File: src/hw/rtl/chse_pkg.sv
package chse_pkg;

  localparam int NUM_COLS = 8;
  localparam int NUM_NIB  = 5;
  localparam int SYM_W    = 7;
  localparam int HDR_W    = 12;
  localparam int SF_W     = 3;
  localparam int ADDR_W   = 3;
  localparam int DATA_W   = 32;

  // Byte address of the spreading factor register.
  localparam logic [ADDR_W-1:0] ADDR_SF  = 3'd0;
  localparam logic [SF_W-1:0]   SF_RESET = 3'd7;

  // Checksum rows over the twelve header bits; row 0 gives checksum bit 4.
  localparam logic [HDR_W-1:0] CHK_MASK [NUM_NIB] = '{
    12'hC52, 12'h516, 12'h524, 12'hC51, 12'hCEB
  };

  typedef enum logic [1:0] {
    ROWS_3,
    ROWS_4,
    ROWS_5
  } rows_t;

  typedef struct packed {
    logic  valid;
    rows_t rows;
  } stage_ctl_t;

  typedef logic [NUM_NIB-1:0][7:0]        cw_set_t;
  typedef logic [NUM_COLS-1:0][SYM_W-1:0] sym_set_t;

  function automatic logic [2:0] cr_pattern(input logic [2:0] cr);
    logic [2:0] pat;
    case (cr) inside
      3'd0, 3'd1: pat = 3'b100;
      3'd2:       pat = 3'b010;
      3'd3:       pat = 3'b110;
      default:    pat = 3'b001;
    endcase
    return pat;
  endfunction

  function automatic rows_t rows_from_sf(input logic [SF_W-1:0] sf);
    rows_t rows;
    case (sf) inside
      [3'd0:3'd5]: rows = ROWS_3;
      3'd6:        rows = ROWS_4;
      default:     rows = ROWS_5;
    endcase
    return rows;
  endfunction

  function automatic logic [7:0] ham84(input logic [3:0] n);
    logic p0, p1, p2, p3;
    p0 = n[3] ^ n[2] ^ n[1];
    p1 = n[2] ^ n[1] ^ n[0];
    p2 = n[3] ^ n[2] ^ n[0];
    p3 = n[3] ^ n[1] ^ n[0];
    return {n, p0, p1, p2, p3};
  endfunction

endpackage

File: src/hw/rtl/chirp_header_symbol_encoder.sv
// Channel   | Handshake                  | Payload
// ----------+----------------------------+---------------------------------------------
// request   | start, busy                | length_bytes, coding_rate, crc_present
// result    | done (one-cycle strobe)    | symbol_0 .. symbol_7
// config    | psel, penable, pwrite, ... | paddr, pwdata, prdata
//
// A word is accepted on any cycle with start high; busy is always low, so one word a cycle.
// Each result passes through the stages of header fields, then checksum and Hamming
// coding, then interleaving and parity, each stage ending in a register.
// Reset clears the stage valid bits and sets the spreading factor to 7.
// The receiver cannot stall; done marks each result for exactly one cycle.
module chirp_header_symbol_encoder (
  input  logic                           clk,
  input  logic                           rst,
  input  logic                           start,
  output logic                           busy,
  input  logic [7:0]                     length_bytes,
  input  logic [2:0]                     coding_rate,
  input  logic                           crc_present,
  output logic                           done,
  output logic [chse_pkg::SYM_W-1:0]     symbol_0,
  output logic [chse_pkg::SYM_W-1:0]     symbol_1,
  output logic [chse_pkg::SYM_W-1:0]     symbol_2,
  output logic [chse_pkg::SYM_W-1:0]     symbol_3,
  output logic [chse_pkg::SYM_W-1:0]     symbol_4,
  output logic [chse_pkg::SYM_W-1:0]     symbol_5,
  output logic [chse_pkg::SYM_W-1:0]     symbol_6,
  output logic [chse_pkg::SYM_W-1:0]     symbol_7,
  input  logic                           psel,
  input  logic                           penable,
  input  logic                           pwrite,
  input  logic [chse_pkg::ADDR_W-1:0]    paddr,
  input  logic [chse_pkg::DATA_W-1:0]    pwdata,
  output logic [chse_pkg::DATA_W-1:0]    prdata,
  output logic                           pready
);
  import chse_pkg::*;

  logic [SF_W-1:0]  sf;
  logic             accept;

  stage_ctl_t       ctl1;
  logic [HDR_W-1:0] hdr1;

  logic [4:0]       chk;
  logic [3:0]       nib [NUM_NIB];
  cw_set_t          cw_next;
  stage_ctl_t       ctl2;
  cw_set_t          cw2;

  sym_set_t         syms;

  assign busy   = 1'b0;
  assign pready = 1'b1;
  assign accept = start && !busy;

  // Configuration register.
  always_ff @(posedge clk) begin
    if (rst) begin
      sf <= SF_RESET;
    end else if (psel && penable && pwrite && pready && paddr == ADDR_SF) begin
      sf <= pwdata[SF_W-1:0];
    end
  end

  assign prdata = (paddr == ADDR_SF) ? {{(DATA_W-SF_W){1'b0}}, sf} : '0;

  // Stage 1: header bits, with bit i of the word being header bit i.
  always_ff @(posedge clk) begin
    if (rst) begin
      ctl1.valid <= 1'b0;
    end else begin
      ctl1.valid <= accept;
    end
    if (accept) begin
      ctl1.rows <= rows_from_sf(sf);
      hdr1      <= {crc_present, cr_pattern(coding_rate), length_bytes};
    end
  end

  // Stage 2: checksum and Hamming coding of all five nibbles.
  always_comb begin
    for (int r = 0; r < NUM_NIB; r++) begin
      chk[NUM_NIB-1-r] = ^(hdr1 & CHK_MASK[r]);
    end
    nib[0] = hdr1[7:4];
    nib[1] = hdr1[3:0];
    nib[2] = {hdr1[10:8], hdr1[11]};
    nib[3] = {3'b000, chk[4]};
    nib[4] = chk[3:0];
    for (int r = 0; r < NUM_NIB; r++) begin
      cw_next[r] = ham84(nib[r]);
    end
  end

  always_ff @(posedge clk) begin
    if (rst) begin
      ctl2.valid <= 1'b0;
    end else begin
      ctl2.valid <= ctl1.valid;
    end
    if (ctl1.valid) begin
      ctl2.rows <= ctl1.rows;
      cw2       <= cw_next;
    end
  end

  // Stage 3: diagonal interleave, parity and packing.
  chse_interleave u_interleave (
    .clk  (clk),
    .rst  (rst),
    .ctl  (ctl2),
    .cw   (cw2),
    .done (done),
    .syms (syms)
  );

  assign symbol_0 = syms[0];
  assign symbol_1 = syms[1];
  assign symbol_2 = syms[2];
  assign symbol_3 = syms[3];
  assign symbol_4 = syms[4];
  assign symbol_5 = syms[5];
  assign symbol_6 = syms[6];
  assign symbol_7 = syms[7];

endmodule

File: src/hw/rtl/chse_interleave.sv
module chse_interleave (
  input  logic                clk,
  input  logic                rst,
  input  chse_pkg::stage_ctl_t ctl,
  input  chse_pkg::cw_set_t   cw,
  output logic                done,
  output chse_pkg::sym_set_t  syms
);
  import chse_pkg::*;

  // Interleaved bits for each possible row count, most significant row slot first.
  logic [NUM_NIB-1:0] ilv [3][NUM_COLS];
  sym_set_t           syms_next;

  for (genvar gr = 0; gr < 3; gr++) begin : g_rows
    localparam int R = gr + 3;
    for (genvar gc = 0; gc < NUM_COLS; gc++) begin : g_col
      for (genvar gj = 0; gj < NUM_NIB; gj++) begin : g_slot
        if (gj < R) begin : g_used
          localparam int Src = (gc + 2 * R - gj - 1) % R;
          assign ilv[gr][gc][R-1-gj] = cw[Src][7-gc];
        end else begin : g_unused
          assign ilv[gr][gc][gj] = 1'b0;
        end
      end
    end
  end

  always_comb begin
    for (int c = 0; c < NUM_COLS; c++) begin
      case (ctl.rows)
        ROWS_3:  syms_next[c] = {2'b00, ilv[0][c][2:0], ^ilv[0][c][2:0], 1'b0};
        ROWS_4:  syms_next[c] = {1'b0, ilv[1][c][3:0], ^ilv[1][c][3:0], 1'b0};
        default: syms_next[c] = {ilv[2][c], ^ilv[2][c], 1'b0};
      endcase
    end
  end

  always_ff @(posedge clk) begin
    if (rst) begin
      done <= 1'b0;
    end else begin
      done <= ctl.valid;
    end
  end

  always_ff @(posedge clk) begin
    if (ctl.valid) begin
      syms <= syms_next;
    end
  end

endmodule

File: config.mk
export PLATFORM = sky130hd
export DESIGN_NAME = chirp_header_symbol_encoder
export DESIGN_NICKNAME = d
export VERILOG_FILES = /design/src/hw/rtl/chse_pkg.sv /design/src/hw/rtl/chirp_header_symbol_encoder.sv /design/src/hw/rtl/chse_interleave.sv
export SDC_FILE = /design/constraint.sdc
export NUM_CORES = 1
export LEC_CHECK = 0
export ABC_AREA = 1
export CELL_PAD_IN_SITES_DETAIL_PLACEMENT = 1
export CELL_PAD_IN_SITES_GLOBAL_PLACEMENT = 1
export CORE_MARGIN = 2
export CORE_UTILIZATION = 50
export CTS_BUF_LIST = sky130_fd_sc_hd__clkbuf_4
export DETAILED_ROUTE_END_ITERATION = 8
export DONT_BUFFER_PORTS = 1
export HOLD_SLACK_MARGIN = 0.02
export MAX_ROUTING_LAYER = met4
export PLACE_DENSITY = 0.89
export SETUP_SLACK_MARGIN = 0.05
export SLEW_MARGIN = 0
export SYNTH_ARGS = -nofsm -noshare
export SYNTH_HDL_FRONTEND = slang
export SYNTH_SLANG_ARGS = --single-unit
File: constraint.sdc
create_clock -name clk -period 2.35 [get_ports clk]
set_clock_uncertainty 0.05 [all_clocks]
set_input_delay 0.235 -clock clk [delete_from_list [all_inputs] [get_ports clk]]
set_output_delay 0.235 -clock clk [all_outputs]
set_load 0.01 [all_outputs]
==> metrics.cfg <==
[placed_design]
dp_slack_ns=0.500
post-dp-hpwl_mm=7.20
post-place-cells=588
io_buffer_count=0
gp_congestion=0.859
place_area_um2=4910

[detailed_routing]
viasPerCell=4.94
wl_per_cell_um=15.5
vias=3072
ant_nets=0
finalWirelength_mm=9.64
drc=0
first_iter_violations=104
dr.pass1.iters=4

[layout]
nets=537
stdcell_count=622
final_util_pct=54.0
antenna_cells=0
regArea_um2=2970
layout_common_cells=nand2_1, edfxtp_1, inv_1
final_common_cell=nand2_1
design_area_um2=5200
fillers=1107
drive_gt1_share_pct=8.59
multi_input_area_um2=1510
area_growth_pct=6.15

[sta]
rsz0062_at_grt=no
worst_pin_slew_ns=0.695
relSlewSlack_pct=53.5
period_needed_ns=1.88
setup_tns_ns=0
hold_viol=0
fmax_mhz=532
slew_violations=0
whs_ns=0.0506
min_period_over_period_pct=79.9
fin_ws_ns=0.472
finalSetupViolCount=0

[floorplan]
boundaryPins=144
start_util_pct=50.8
die_x_um=103
fp.dieArea_um2=10600
fp.dieH_um=103
num_rows=36
core-area_um2=9640

[setup_path]
r2r_setup_slack_ns=0.47
ff2ff_path_depth=9
cp-start-kind=flip-flop
arrival_ns=2.04
worstSetupEndpointType=flip-flop
rr_endpoint=cw2[33]
cp-endpoint=cw2[33]
crit_type=reg -> reg
r2r_start=hdr1[1]
crit_start=hdr1[1]
critPathMaxFanout=6
worstPathRequired_ns=2.51

[hold_path]
holdCritStartpoint=penable
hp-class=in -> reg

[power_and_ir_drop]
cellPowerDensity_nw_per_um2=703
power_frac_comb_pct=17.0
pwr-share-clk_pct=21.2
ir_worst_vdd_v=0.000247
p_sw_mw=1.08
p_leak_nw=2.23
seq_power_share_pct=61.8
p_int_mw=2.58
swShare_pct=29.5
finalPower_mw=3.66

[global_routing]
grt.total_usage_pct=19.9
gr-total-overflow=0
grt_pass1_vias=3145
grt_max_degree=48
antenna_found_initial=0
grt_pass1_wl_mm=15.5

[clock_network]
clkLatencyLatePin_ns=0.44
postCtsSetupBuffers=0
ctsHoldBuffers=18
clockBufferDepth=2
clk_pin_slew_ns=0.15
postCtsResizedCells=0
numCtsBuffers=9
cts-root-buf=clkbuf_4
cts.sinks=101
cts_tree=built
htree_levels=3

[status]
status=complete, no violations

[synth]
netlist_area_um2=4900
synth.distinct_cells=25
yosysSeqAreaShare_pct=60.7
yosys_warnings=0
ys_ff_latch=101
avgSynthCellArea_um2=10.7
synthCells=458

[job]
maxCapViolations=0

[flip-flops by register name, indices dropped and copies added, names as in the netlist]
name	cells
u_interleave.done	1
ctl2	3
hdr1	12
cw2	33
u_interleave.syms	46
sf	3
ctl1	3
[how the worst min path moves through the flow]
stage	end	depth (start not counted)
floorplan	ctl1[2]	1
global placement	ctl2[2]	1
finish	sf[1]	3
CTS	sf[1]	3
detailed placement	ctl2[2]	1
global route	sf[1]	3
[cell type report]
type / instances / area share [%]
sequential: 101 / 57.2
clock buffer: 9 / 1.30
timing repair buffer: 26 / 4.62
multi-input combinational: 291 / 28.9
clock inverter: 7 / 0.818
inverter: 55 / 3.97
tap: 133 / 3.20
[metal layers]
metal  up-vias  GRT usage [%]  wire length (um)
li1       1470              -                 -
met1      1467           23.4              4020
met2       114           33.7              4970
met3        21           2.44               364
met4         0           9.62               290
met5         -              -                 0
[power groups by stage]
stage	Sequential, mW	Clock, mW	Combinational, mW
3_3_place_gp	2.29	0	0.551
4_1_cts	2.26	0.795	0.625
3_5_place_dp	2.30	0	0.592
6_report	2.26	0.774	0.623
2_1_floorplan	2.27	0	0.513
5_1_grt	2.28	0.859	0.708
[synth_stat cells]
| cell type | number | share of area [%] |
|---|---|---|
| inv_1 | 50 | 3.8 |
| o21ai_0 | 15 | 1.5 |
| nand3_1 | 18 | 1.8 |
| or2_2 | 2 | 0.26 |
| xor2_1 | 31 | 5.5 |
| nand4_1 | 1 | 0.13 |
| o211ai_1 | 2 | 0.31 |
| clkbuf_1 | 2 | 0.15 |
| o22ai_1 | 4 | 0.51 |
| o221ai_1 | 11 | 2.0 |
| nand2_1 | 116 | 8.9 |
| edfxtp_1 | 95 | 58 |
| xnor2_1 | 13 | 2.3 |
| nand2_4 | 1 | 0.23 |
| xor2_2 | 2 | 0.66 |
| a22oi_1 | 3 | 0.46 |
| conb_1 | 2 | 0.15 |
| buf_6 | 2 | 0.46 |
| a21oi_1 | 4 | 0.41 |
| buf_2 | 5 | 0.51 |
| buf_4 | 41 | 6.3 |
| nor2_1 | 18 | 1.4 |
| dfxtp_1 | 6 | 2.5 |
| inv_2 | 5 | 0.38 |
| nand2_2 | 9 | 1.1 |
[critical path, stage by stage, from the launching register on]
cell and delay, ns:
edfxtp_1 0.56, inv_2 0.17, nand2_1 0.07, nand2_1 0.10
nand2_1 0.10, nand2_1 0.13, xor2_2 0.25, inv_1 0.10
nand2_1 0.08, nand2_1 0.05
[kinds of logic after synthesis]
family	count (synthesis)	synth area share, %
AO/OA/AOI/OAI	39	5.18
XOR/XNOR	46	8.53
buffers and inverters	105	11.6
flip-flops	101	60.7
other	2	0.153
AND/OR/NAND/NOR	165	13.9
Power figures use the tool's default switching activity.
